<file path="config.mk">
export PLATFORM = sky130hd
export DESIGN_NAME = mase_ram
export DESIGN_NICKNAME = d
export VERILOG_FILES = /design/src/rtl/core/matrix_add_sub_mul_engine_unit_defines.svh /design/src/rtl/core/mase_ram.sv
export SDC_FILE = /design/constraint.sdc
export NUM_CORES = 2
export LEC_CHECK = 0
export BUFFER_PORTS_ARGS = -buffer_cell sky130_fd_sc_hd__buf_4
export CORE_MARGIN = 4
export CORE_UTILIZATION = 50
export DETAILED_ROUTE_END_ITERATION = 16
export PLACE_DENSITY_LB_ADDON = 0.3
export SKIP_CTS_REPAIR_TIMING = 1
export SYNTH_ARGS = -nofsm -noshare
export SYNTH_HDL_FRONTEND = slang
export SYNTH_SLANG_ARGS = --single-unit
</file>
<file path="constraint.sdc">
create_clock -name clock -period 3.6 [get_ports clock]
set_clock_uncertainty 0.15 [all_clocks]
set_input_delay 0.54 -clock clock [delete_from_list [all_inputs] [get_ports clock]]
set_output_delay 0.54 -clock clock [all_outputs]
set_load 0.01 [all_outputs]
</file>
<file path="src/rtl/core/matrix_add_sub_mul_engine_unit_defines.svh">
// assertion macros for the matrix add/sub/mul engine
// used by the top level only, no other dependencies
`ifndef MATRIX_ADD_SUB_MUL_ENGINE_UNIT_DEFINES_SVH
`define MATRIX_ADD_SUB_MUL_ENGINE_UNIT_DEFINES_SVH
`ifndef SYNTHESIS
`define MASE_ASSERT(lbl, clk, rst, prop, msg) \
   lbl: assert property (@(posedge clk) disable iff (rst) prop) else $error(msg);
`define MASE_ASSERT_NORST(lbl, clk, prop, msg) \
   lbl: assert property (@(posedge clk) prop) else $error(msg);
`else
`define MASE_ASSERT(lbl, clk, rst, prop, msg)
`define MASE_ASSERT_NORST(lbl, clk, prop, msg)
`endif
`endif

</file>
<file path="src/rtl/core/mase_ram.sv">
// generic single-port-write, single-port-read ram with registered read data
// no dependencies
module mase_ram #(
   parameter int WIDTH = 32,
   parameter int DEPTH = 64
) (
   input  logic                     clock,
   input  logic                     wr_en,
   input  logic [$clog2(DEPTH)-1:0] wr_addr,
   input  logic [WIDTH-1:0]         wr_data,
   input  logic [$clog2(DEPTH)-1:0] rd_addr,
   output logic [WIDTH-1:0]         rd_data
);

   logic [WIDTH-1:0] mem_ff [DEPTH];
   logic [WIDTH-1:0] rd_data_ff;

   always_ff @(posedge clock) begin
      if (wr_en) begin
         mem_ff[wr_addr] <= wr_data;
      end
      rd_data_ff <= mem_ff[rd_addr];
   end

   assign rd_data = rd_data_ff;

endmodule

</file>
## Yosys cells after proc, flatten, opt, wreduce, memory -nomap -nowiden

Memory sizes are Yosys's and may differ from the RTL's. A register that Yosys moved wholly into a read port is not among the register bits.
Index checks and enable logic that the tools add are counted.

- Add/sub/neg operators: 0
- Muxes and demuxes: 2
- Div/mod/pow operators: 0
- Bitwise operators: 0
- Shift-type cells: 0
- $lt $le $gt $ge: 0
- Reductions and logical operators: 0
- Equality and inequality tests: 0
- Multipliers: 0

Operators with widths:

| operator | count |
|---|---|
| 1-bit 2-to-1 mux | 2 |

- Register bits after elaboration: 0
- Memories: 1
- RAM bits: 2048
- Memory bits (read-only): 0
- Word-level logic and storage cells: 3
- Bits in latches: 0
- Input bits: 46

Memories:

| name | depth | width | rd ports | clocked after memory_dff | wr ports | line | RTL |
|---|---|---|---|---|---|---|---|
| mem_ff | 64 | 32 | 1 | 1 | 1 | mase_ram.sv:15 | `logic [WIDTH-1:0] mem_ff [DEPTH];` |

## Logic depth before layout (Yosys ltp)

- Depth in word-level cells: 2
- Gate-level depth with buffers: 10
- Depth with buffers taken out: 5

## Least setup slack after synthesis

Ideal clock, no wire load.

- Kind: input port to flip-flop
- Start point: input wr_addr[3]
- End point: memory mem_ff[48][0], enable pin
- Stages on the path: 4
- Data arrival time: 3.239 ns
- Path slack: -0.250 ns
- Cells stage by stage: clkbuf_1 nor2b_1 nand4b_1 nor3_1

RTL lines:

| item | line | RTL |
|---|---|---|
| from (decl) | mase_ram.sv:9 | `input logic [$clog2(DEPTH)-1:0] wr_addr,` |
| to (decl) | mase_ram.sv:15 |  |

No word-level cell before the write port.

==> run_results.csv <==
group,metric,value,unit
run_status,outcome,"finished clean",
setup_path,critical_path.max_fanout,28,
sta,finalCritPeriodShare,74.8,%
layout,area_growth,14.7,%
sta,tns,0,ns
synth,ys_seq_area_share,79.1,%
routing,wire_per_inst,33.6,um
sta,maxSlewHeadroom,42.0,%
sta,rsz0062_at_grt,"no",
sta,report.final.slew_viol_count,0,
setup_path,crit_required,4.14,ns
synth,ys_types,34,
place,routabilityCongestion,0.774,
global_routing,first_global_vias,37700,
clocking,root_buffer,"clkbuf_16",
power_and_ir_drop,irDropWorstVdd,0.500,mV
routing,ant_nets,0,
synth,synth_cells,3324,
clocking,path_clk_slew,0.06,ns
hold_path,hp-class,"input port to flop",
routing,drtIter0Drc,4998,
setup_path,r2r-end,"rd_data[13]$_DFF_P_",
setup_path,critPathSlowestCell,"o22ai_1",
clocking,numCtsBuffers,201,
setup_path,critPathLaunchType,"input port",
synth,synth_edf_count,2048,
setup_path,reg2reg_slack,1.22,ns
sta,fmax,371,MHz
floorplanning,die_h,404,um
routing,maxUsedRoutingLayer,"met5",
floorplanning,io-pin-count,78,
synth,synth_flop_cell,"edfxtp_1",
place,place_hpwl,108000,um
setup_path,critPathCapture,"rd_data[13]$_DFF_P_",
flow_run,cap_violations,0,
setup_path,crit_type,"input port to flop",
clocking,clock_sinks,2080,
clocking,cts_buffer_depth,3,
synth,syn_nets,3370,
synth,synth-seq-cells,2080,
layout,nFillCells,10900,
clocking,cts_tree,"yes",
routing,vias_per_cell,6.41,
global_routing,antenna_found_initial,12,
layout,layout-drive-gt1-share,30.8,%
clocking,insertion_delay,0.83,ns
floorplanning,die_w,404,um
floorplanning,die_area,163000,um^2
synth,synthesis.area,78500,um^2
routing,dr.pass1.iters,7,
global_routing,grt_max_degree,65,
setup_path,cp-startpoint,"rd_addr[0]",
sta,timing.hold.ws,0.0806,ns
floorplanning,initial_core_util,50.3,%
global_routing,grt_pass1_wl,282000,um
synth,async_reset_ff_share,0,%
routing,wl_met1,79100,um
setup_path,path_cells,"buf_8, buf_12, buf_4, mux4_2, mux4_2, o22ai_1, nor2_1",
setup_path,max_stage_delay,0.62,ns
global_routing,grt.total_usage,24.4,%
routing,dr_total_vias,37600,
setup_path,critical_path.endpoint_type,"flop",
routing,wl_met3,18900,um
setup_path,crit_top_cell,"mux4_2",
hold_path,hold_depth,1,
setup_path,r2r_cells,4,
synth,avgSynthCellArea,23.6,um^2
sta,fin_crit,2.69,ns
sta,worstMarginPinSlew,0.870,ns
sta,hold_viol_final,0,
routing,wl_met2,93700,um
layout,fin_nets,3674,
sta,finalSetupViolCount,0,
layout,final_core_util,57.7,%
routing,routed_wl,197000,um
clocking,htree_num_levels,4,
place,io_buffers,77,
floorplanning,num_rows,145,
synth,yosys_warnings,0,
setup_path,arrival,3.23,ns
global_routing,grt_overflow,0,
routing,drc,0,
power_and_ir_drop,power.leakage,28.1,nW
power_and_ir_drop,power_density,548,nW/um^2
setup_path,reg2reg_from,"mem_ff[25][13]$_DFFE_PP_",
floorplanning,design.core.area,156000,um^2
[through the flow]
stage	cells	total power (W)	area, um^2	setup slack, ns
floorplan	3324	0.0287	78500	0.258
global placement	5483	0.0299	83900	0.0396
detailed placement	5483	0.0300	83900	0.0105
CTS	5853	0.0497	90100	0.894
global route	5853	0.0509	90100	0.833
finish	5856	0.0494	90100	0.906
[report_power, final]
part | internal [W] | switching [W]
clock | 0.0111 | 0.00884
sequential | 0.0268 | 0.000136
combinational | 0.00102 | 0.00147
[state kept, by name, summed over array words and instances (netlist names)]
register	count
rd_data	32
mem_ff	2048
[worst min path at each step]
stage                                          to                      from  slack (ns)
after floorplan            mem_ff[0][0]$_DFFE_PP_                wr_data[0]        0.49
after global placement         rd_data[4]$_DFF_P_   mem_ff[28][4]$_DFFE_PP_        0.58
after global routing      mem_ff[2][26]$_DFFE_PP_               wr_data[26]        0.09
after CTS                 mem_ff[0][26]$_DFFE_PP_               wr_data[26]        0.05
after detailed placement      rd_data[17]$_DFF_P_  mem_ff[12][17]$_DFFE_PP_        0.59
final                     mem_ff[4][26]$_DFFE_PP_               wr_data[26]        0.08
[metal layers]
layer	GRT usage, %	up-vias
met5	0	-
met1	36.1	20400
met2	37.7	1980
met3	4.90	281
li1	-	14900
met4	6.77	8
[final cells by class]
| cell class | count | area, um^2 | share of cell area [%] |
|---|---|---|---|
| antenna | 3 | 7.51 | 0.00833 |
| clock buffer | 272 | 5450 | 6.05 |
| clock inverter | 98 | 759 | 0.843 |
| multi-input combinational | 1062 | 16000 | 17.7 |
| sequential | 2080 | 62100 | 69.0 |
| tap | 2058 | 2570 | 2.86 |
| timing repair buffer | 283 | 3180 | 3.53 |
[critical path, delay by kind of cell]
kind,cells,cell delay [ns]
compound gates,1,0.62
buf+inv,3,0.87
mux,2,1.02
simple gates,1,0.11
[Yosys cell counts (3+ instances only)]
cell type	count	area share, %
edfxtp_1	2048	78
mux4_2	544	16
nor2_1	137	0.65
mux2i_1	93	1.2
o22ai_1	84	0.67
clkbuf_1	74	0.35
a21oi_1	62	0.40
buf_2	57	0.36
dfxtp_1	32	0.82
o221ai_1	27	0.30
nand2_1	26	0.12
buf_4	25	0.24
buf_1	21	0.10
nor2b_1	15	0.12
a22oi_1	12	0.11
a311oi_1	8	0.089
nand2b_1	8	0.064
nor3_1	7	0.045
buf_6	5	0.072
nand3_1	5	0.032
nand3b_1	5	0.048
a41o_1	4	0.051
and3_1	4	0.032
o32ai_1	4	0.045
or3_1	3	0.024
or3b_2	3	0.033
[cells by family after synthesis]
logic type | count (synthesis) | share of synthesized area (%)
compound gates | 202 | 1.67
buf+inv | 182 | 1.13
flops | 2080 | 79.1
simple gates | 223 | 1.27
mux | 637 | 16.8
[placed cells by master (no fill, tap or decap), types with 11 or more instances in the layout]
cell / synthesis / routed
clkinv_2: 0 / 35
buf_4: 25 / 197
clkbuf_16: 0 / 203
a22oi_1: 12 / 12
mux2i_1: 93 / 93
nor2b_1: 15 / 15
nor2_4: 0 / 62
dfxtp_1: 32 / 32
nand2_1: 26 / 26
mux4_2: 544 / 544
nor2_1: 137 / 75
o221ai_1: 27 / 27
a21oi_1: 62 / 62
clkbuf_8: 0 / 11
buf_12: 0 / 82
clkinv_1: 0 / 39
clkbuf_1: 74 / 58
o22ai_1: 84 / 84
edfxtp_1: 2048 / 2048
Note: power is estimated with default switching activity, not from simulation.
