`src/rtl/core/matrix_add_sub_mul_engine_unit_defines.svh`:
```
// assertion macros for the matrix add/sub/mul engine
// used by the top level only, no other dependencies
`ifndef MATRIX_ADD_SUB_MUL_ENGINE_UNIT_DEFINES_SVH
`define MATRIX_ADD_SUB_MUL_ENGINE_UNIT_DEFINES_SVH
`ifndef SYNTHESIS
`define MASE_ASSERT(lbl, clk, rst, prop, msg) \
   lbl: assert property (@(posedge clk) disable iff (rst) prop) else $error(msg);
`define MASE_ASSERT_NORST(lbl, clk, prop, msg) \
   lbl: assert property (@(posedge clk) prop) else $error(msg);
`else
`define MASE_ASSERT(lbl, clk, rst, prop, msg)
`define MASE_ASSERT_NORST(lbl, clk, prop, msg)
`endif
`endif

```
`src/rtl/core/mase_pkg.sv`:
```
// shared types and constants for the matrix add/sub/mul engine
// no dependencies
package mase_pkg;

   // operation codes held in op_mode
   localparam logic [1:0] OP_ADD = 2'd0;
   localparam logic [1:0] OP_SUB = 2'd1;
   localparam logic [1:0] OP_MUL = 2'd2;

   // register indexes on the csr port
   localparam int CSR_ADDR_W = 3;
   localparam logic [CSR_ADDR_W-1:0] CSR_OP_MODE = 3'd0;
   localparam logic [CSR_ADDR_W-1:0] CSR_ROWS_A  = 3'd1;
   localparam logic [CSR_ADDR_W-1:0] CSR_COLS_A  = 3'd2;
   localparam logic [CSR_ADDR_W-1:0] CSR_ROWS_B  = 3'd3;
   localparam logic [CSR_ADDR_W-1:0] CSR_COLS_B  = 3'd4;

   // field widths
   localparam int MODE_W  = 2;
   localparam int DIM_W   = 4;
   localparam int POS_W   = 3;
   localparam int VALUE_W = 32;
   localparam int TDATA_W = 40;
   localparam int TPAD_W  = TDATA_W - 2 * POS_W - VALUE_W;

   typedef enum logic [2:0] {
      S_IDLE,
      S_ERR,
      S_WAIT,
      S_ISSUE,
      S_DRAIN
   } state_type;

   // marks one memory read as it moves down the arithmetic pipe
   typedef struct packed {
      logic valid;
      logic first;
      logic fin;
   } tag_type;

endpackage

```
`src/rtl/core/mase_mac.sv`:
```
// add / subtract / multiply-accumulate pipe fed by the two store reads
// depends on mase_pkg
module mase_mac
   import mase_pkg::*;
#(
   parameter int DATA_WIDTH = 32
) (
   input  logic                  clock,
   input  logic                  reset,
   input  logic [MODE_W-1:0]     op_mode,
   input  tag_type               tag,
   input  logic [DATA_WIDTH-1:0] a_data,
   input  logic [DATA_WIDTH-1:0] b_data,
   output logic                  done,
   output logic [DATA_WIDTH-1:0] value
);

   localparam int H = (DATA_WIDTH + 1) / 2;
   localparam int L = DATA_WIDTH - H;

   tag_type               t2_ff, t3_ff;
   logic [DATA_WIDTH-1:0] val2_ff, val2_in;
   logic [2*H-1:0]        pp_ll_ff, pp_ll_in;
   logic [H+L-1:0]        pp_lh_ff, pp_lh_in;
   logic [H+L-1:0]        pp_hl_ff, pp_hl_in;
   logic [DATA_WIDTH-1:0] term3_ff, term3_in;
   logic [DATA_WIDTH-1:0] cross_sum;
   logic [DATA_WIDTH-1:0] acc_ff, acc_sum;

   // low half of the product is enough: wrap keeps only DATA_WIDTH bits
   always_comb begin
      val2_in  = (op_mode == OP_SUB) ? DATA_WIDTH'(a_data - b_data)
                                     : DATA_WIDTH'(a_data + b_data);
      pp_ll_in = (2*H)'(a_data[H-1:0]) * (2*H)'(b_data[H-1:0]);
      pp_lh_in = (H+L)'(a_data[H-1:0]) * (H+L)'(b_data[DATA_WIDTH-1:H]);
      pp_hl_in = (H+L)'(a_data[DATA_WIDTH-1:H]) * (H+L)'(b_data[H-1:0]);
   end

   always_comb begin
      cross_sum = DATA_WIDTH'(pp_lh_ff) + DATA_WIDTH'(pp_hl_ff);
      term3_in  = (op_mode == OP_MUL)
                ? DATA_WIDTH'(DATA_WIDTH'(pp_ll_ff) + DATA_WIDTH'(cross_sum << H))
                : val2_ff;
   end

   always_comb begin
      acc_sum = t3_ff.first ? term3_ff : DATA_WIDTH'(acc_ff + term3_ff);
   end

   always_ff @(posedge clock) begin
      if (reset) begin
         t2_ff <= '0;
         t3_ff <= '0;
      end else begin
         t2_ff <= tag;
         t3_ff <= t2_ff;
      end
   end

   always_ff @(posedge clock) begin
      val2_ff  <= val2_in;
      pp_ll_ff <= pp_ll_in;
      pp_lh_ff <= pp_lh_in;
      pp_hl_ff <= pp_hl_in;
      term3_ff <= term3_in;
      if (t3_ff.valid) begin
         acc_ff <= acc_sum;
      end
   end

   assign done  = t3_ff.valid && t3_ff.fin;
   assign value = acc_sum;

endmodule

```
`config.mk`:
```
export PLATFORM = sky130hd
export DESIGN_NAME = mase_mac
export DESIGN_NICKNAME = d
export VERILOG_FILES = /design/src/rtl/core/matrix_add_sub_mul_engine_unit_defines.svh /design/src/rtl/core/mase_pkg.sv /design/src/rtl/core/mase_mac.sv
export SDC_FILE = /design/constraint.sdc
export NUM_CORES = 2
export LEC_CHECK = 0
export ABC_AREA = 1
export BUFFER_PORTS_ARGS = -buffer_cell sky130_fd_sc_hd__buf_4
export CAP_MARGIN = 20
export CORE_UTILIZATION = 35
export DETAILED_ROUTE_END_ITERATION = 12
export REMOVE_ABC_BUFFERS = 1
export SYNTH_ARGS = -nofsm -noshare
export SYNTH_HDL_FRONTEND = slang
export SYNTH_SLANG_ARGS = --single-unit
```
`constraint.sdc`:
```
create_clock -name clock -period 5.53 [get_ports clock]
set_input_delay 0.2765 -clock clock [delete_from_list [all_inputs] [get_ports clock]]
set_output_delay 0.2765 -clock clock [all_outputs]
set_load 0.02 [all_outputs]
```
# Yosys cells after proc, flatten, opt, wreduce, memory -nomap -nowiden
# Index checks and enable logic that the tools add are counted.
# classes
addsub,5
n_mul,3
eq_ne,2
mux,3
n_reduce_logical,1
# ops
op,count
adder 32 bit,3
two-way mux 32 bit,3
multiplier 16 x 16 -> 16 bit,2
multiplier 16 x 16 -> 32 bit,1
subtractor 32 bit,1
adder 16 bit,1
"== test 2 x 1 -> 1 bit, second input constant",1
"== test 2 bit, second input constant",1
logical AND 1 bit,1
# totals
register_bits,166
input_bits,71
out_inout_bits,33
wordCells,26

# Depth between registers and ports, before layout
# depth
depth_word,3
ltp_mapped,28
mapped_depth_nobuf,26

# Worst setup path after synthesis
# OpenSTA, ideal clock, no wires.
# synth_path
path_kind,input to register
from,input port a_data[7]
to,register pp_ll_ff[29]
setup_ns,0.122
arrival_ns,5.314
slack_ns,0.094
path_stages,25
path_buffers,2
cell_sequence,clkbuf_1 -> clkbuf_1 -> nand2_1 -> fa_1 -> inv_1 -> fa_1 -> inv_1 -> fa_1 -> inv_1 -> fa_1 -> fa_1 -> inv_1 -> fa_1 -> inv_1 -> ha_1 -> a21oi_1 -> a21boi_0 -> inv_1 -> a21oi_1 -> inv_1 -> nand2_1 -> nand3_1 -> nand2_1 -> nand2_1 -> xor2_1
# synth_between
elab_chain_len,1
# synth_lines
element,line_no,source
from (decl),mase_mac.sv:12,"input logic [DATA_WIDTH-1:0] a_data,"
multiplier 16 x 16 -> 32 bit,mase_mac.sv:34,pp_ll_in = (2*H)'(a_data[H-1:0]) * (2*H)'(b_data[H-1:0]);
net pp_ll_in[29],mase_mac.sv:23,"logic [2*H-1:0] pp_ll_ff, pp_ll_in;"
to (signal assigned),mase_mac.sv:62,pp_ll_ff <= pp_ll_in;
to (decl),mase_mac.sv:23,
# The timed path passes the listed nets, and every way through them passes these cells.
# A chain may end at the register's enable or synchronous reset.

# Worst setup path after layout
# layout_path
from,input port b_data[4]
to,register pp_ll_ff[18]
# layout_between
elab_chain_len,1
# layout_lines
element,line_no,source
from (decl),mase_mac.sv:13,"input logic [DATA_WIDTH-1:0] b_data,"
multiplier 16 x 16 -> 32 bit,mase_mac.sv:34,
net pp_ll_in[18],mase_mac.sv:23,
# The timed path passes the listed nets, and every way through them passes these cells.

==> impl_metrics.csv <==
group,metric,value,unit
outcome,outcome,"complete, no violations",
placement,io_buffer_count,103,
pwr,comb_power_share,82.0,%
detailed_routing,wirelength,80000,um
setup_path,critPathTopFamily,"adder cells",
synthesis,synth_area_leader_cell,"fa_1",
detailed_routing,post_drt_via_cell_ratio,4.76,
sta,fin_crit,5.04,ns
hold_path,hp-class,"input port to register",
setup_path,cp_max_fo,19,
sta,holdWs,0.174,ns
setup_path,worst_path_max_delay_cell,"fa_1",
layout,multi_input_area,20100,um2
pwr,switching_share,55.6,%
pwr,power.density,644,nW/um2
layout,nets,4646,
global_routing,gr-total-overflow,0,
setup_path,crit_path_start_kind,"input port",
floorplanning,coreArea,78900,um2
setup_path,reg2reg_to,"term3_ff[31]",
detailed_routing,vias,23743,
synthesis,synthArstFlopShare,0,%
setup_path,end_kind,"register",
floorplanning,rows,103,
setup_path,reg2regPathDepth,20,
detailed_routing,drt.antenna.violating_nets,0,
setup_path,cp.depth,21,
layout,num_antenna_cells,0,
sta,setup_violations,0,
sta,fmax,198,MHz
setup_path,max_stage_delay,0.55,ns
clock_tree,clkTransAtPathRegs,0.07,ns
global_routing,grt_max_degree,37,
pwr,seq_power_share,11.3,%
clock_tree,cts.htree.levels,4,
detailed_routing,wl_per_cell,16.0,um
setup_path,crit_buf_inv,6,
layout,seqCellArea,3640,um2
pwr,clkPwrFrac,6.7,%
sta,hold_viol_final,0,
setup_path,crit_path_frequent_cell,"fa_1",
synthesis,ys_ff_latch,166,
sta,relSlewSlack,32.7,%
global_routing,grt_pass1_vias,23703,
global_routing,antenna_found_initial,0,
synthesis,ys_types,55,
sta,rsz0062_at_grt,"false",
pwr,p_total,19700,uW
synthesis,synth-seq-area-share,13.1,%
global_routing,grt_pass1_wl,128000,um
run,maxCapViolCount,0,
clock_tree,cts_sinks,166,
clock_tree,cts_resized,0,
floorplanning,die_x,284,um
synthesis,synth.most_common_cell,"nand2_1",
clock_tree,postCtsSetupRepairBufs,0,
floorplanning,io_pins,104,
setup_path,rr_startpoint,"pp_lh_ff[0]",
layout,final_layout_size_suffix_gt1_share,5.54,%
floorplanning,initial_core_util,35.3,%
sta,tightest_slew,1.01,ns
floorplanning,die-area,80800,um2
synthesis,netlist.area_leader.share,25.7,%
detailed_routing,drt_iter0_markers,1598,
setup_path,arrival,5.41,ns
floorplanning,dieHeight,284,um
layout,area_delta_synth_final,9.68,%
synthesis,syn_avg_cell_area,7.21,um2
pwr,leakagePower,0.0176,uW
clock_tree,cts_tree,"yes",
sta,drv_slew,0,
setup_path,reg2reg_slack,1.86,ns
detailed_routing,firstDrtPassIters,6,
layout,fillers,8351,
placement,place_hpwl,65900,um
setup_path,cp-startpoint,"b_data[4]",
synthesis,synth_commonest_cells,"1090 x nand2_1, 946 x inv_1, 358 x fa_1, 296 x ha_1, 161 x nor2_1",
setup_path,required,5.90,ns
setup_path,critical_path.endpoint,"pp_ll_ff[18]",
synthesis,synthCells,3868,
synthesis,synth_flop_cell,"dfxtp_1",
pwr,netSwitchingPower,11000,uW
clock_tree,clk_path_buf_depth,2,
synthesis,synth_enable_flop_cells,32,
pwr,intPower,8750,uW
detailed_routing,route.detailed.drc,0,
clock_tree,clk_latency,0.48,ns
clock_tree,cts_root_buf,"clkbuf_16",
synthesis,yosys_warnings,0,
synthesis,synth_area_leaders,"fa_1 26%, nand2_1 15%, ha_1 13%",
clock_tree,numCtsBuffers,17,
pwr,peakVddDrop,0.679,mV
setup_path,critical_path_class,"input port to register",
global_routing,grtUsageTotal,20.2,%
sta,skew,0.0143,ns
setup_path,path_cells,"buf_4, nand2_1, inv_1, fa_1, inv_1, fa_1, fa_1, fa_1, inv_1, fa_1, inv_1, fa_1, inv_1, ha_1, nand2_1, nor2_1, nand2_1, nand3_1, a31oi_1, o21bai_1, xor2_1",
placement,routabilityCongestion,0.936,
sta,fin_crit_sh,91.1,%
synthesis,synth_area,27900,um2
[cells by family after synthesis]
| family | Yosys count | synth area share, % |
|---|---|---|
| AO/OA/AOI/OAI | 341 | 6.94 |
| XOR/XNOR | 155 | 4.87 |
| adder cells (fa/ha/maj) | 654 | 39.0 |
| buffers and inverters | 1077 | 14.7 |
| flip-flops | 166 | 13.1 |
| AND/OR/NAND/NOR | 1475 | 21.4 |
[how the worst min path moves through the flow]
stage / startpoint / to / slack (ns) / cells after the start
2_1_floorplan: reset / t2_ff[0] / 0.35 / 1
3_3_place_gp: t2_ff[2] / t3_ff[2] / 0.40 / 2
3_5_place_dp: t2_ff[1] / t3_ff[1] / 0.40 / 2
4_1_cts: a_data[16] / pp_hl_ff[0] / 0.14 / 3
5_1_grt: a_data[16] / pp_hl_ff[0] / 0.15 / 3
6_report: a_data[16] / pp_hl_ff[0] / 0.17 / 3
[state kept, by name, indices dropped and copies added, names as in the netlist]
name / flops
pp_hl_ff: 16
pp_lh_ff: 16
t3_ff: 3
val2_ff: 32
acc_ff: 32
term3_ff: 32
pp_ll_ff: 32
t2_ff: 3
[cell usage in the layout (no fill, tap or decap), types with 104 or more instances in the layout]
cell	n
xor2_1	104
a21oi_1	156
fa_1	358
dfxtp_1	134
inv_1	946
nand2_1	1090
nand3_1	132
nor2_1	161
ha_1	296
buf_4	154
[metrics by stage]
stage	setup slack [ns]	cells	area, um2	setup TNS, ns	util, %
finish	0.490	4984	30600	0	38.8
CTS	0.581	4983	30500	0	38.7
global placement	-0.0275	4945	29800	-0.0275	37.8
floorplan	0.655	3739	27300	0	-
global route	0.207	4984	30600	0	38.8
detailed placement	0.0558	4945	29800	0	37.8
[layer usage]
| layer | GRT usage [%] | vias to the layer above | share of wire [%] |
|---|---|---|---|
| met2 | 32.3 | 701 | 44 |
| met4 | 7.19 | 0 | 3.6 |
| li1 | - | 11673 | - |
| met5 | 0 | - | 0 |
| met1 | 27.5 | 11231 | 46 |
| met3 | 3.35 | 138 | 6.2 |
[timing repair]
item                                    in CTS  in global routing
hold buffers                                 6                  0
endpoints found under the hold margin        6                  0
endpoints found under the setup margin       0                  0
[worst register-to-register path, stage by stage (launching register included)]
cell	delay, ns
dfxtp_1	0.31
ha_1	0.22
fa_1	0.41
a21oi_1	0.22
o21ai_1	0.14
nand2_1	0.10
nand2_1	0.05
nand2_1	0.07
nand2_1	0.06
nand2_1	0.05
nand2_1	0.09
xor2_1	0.17
ha_1	0.34
a21oi_1	0.29
o21ai_0	0.17
a21oi_1	0.15
nand2_1	0.09
xor2_1	0.16
or2_2	0.30
nand3_1	0.07
nand2_1	0.09
[cell type report]
class / count / share of cell area, %
inverters: 948 / 11.6
clock buffers: 20 / 1.64
clock inverters: 12 / 0.487
multi-input cells: 2625 / 65.8
repair buffers: 163 / 4.20
well taps: 1050 / 4.30
flip-flops and latches: 166 / 11.9
[power by group through the flow]
| stage | clock [uW] | combinational, uW | sequential [uW] |
|---|---|---|---|
| after floorplan | 0 | 11600 | 2030 |
| after global placement | 0 | 15900 | 2260 |
| after detailed placement | 0 | 15900 | 2260 |
| after CTS | 1350 | 16000 | 2240 |
| after global routing | 1400 | 18400 | 2260 |
| final | 1320 | 16200 | 2230 |
Power figures use the tool's default switching activity.
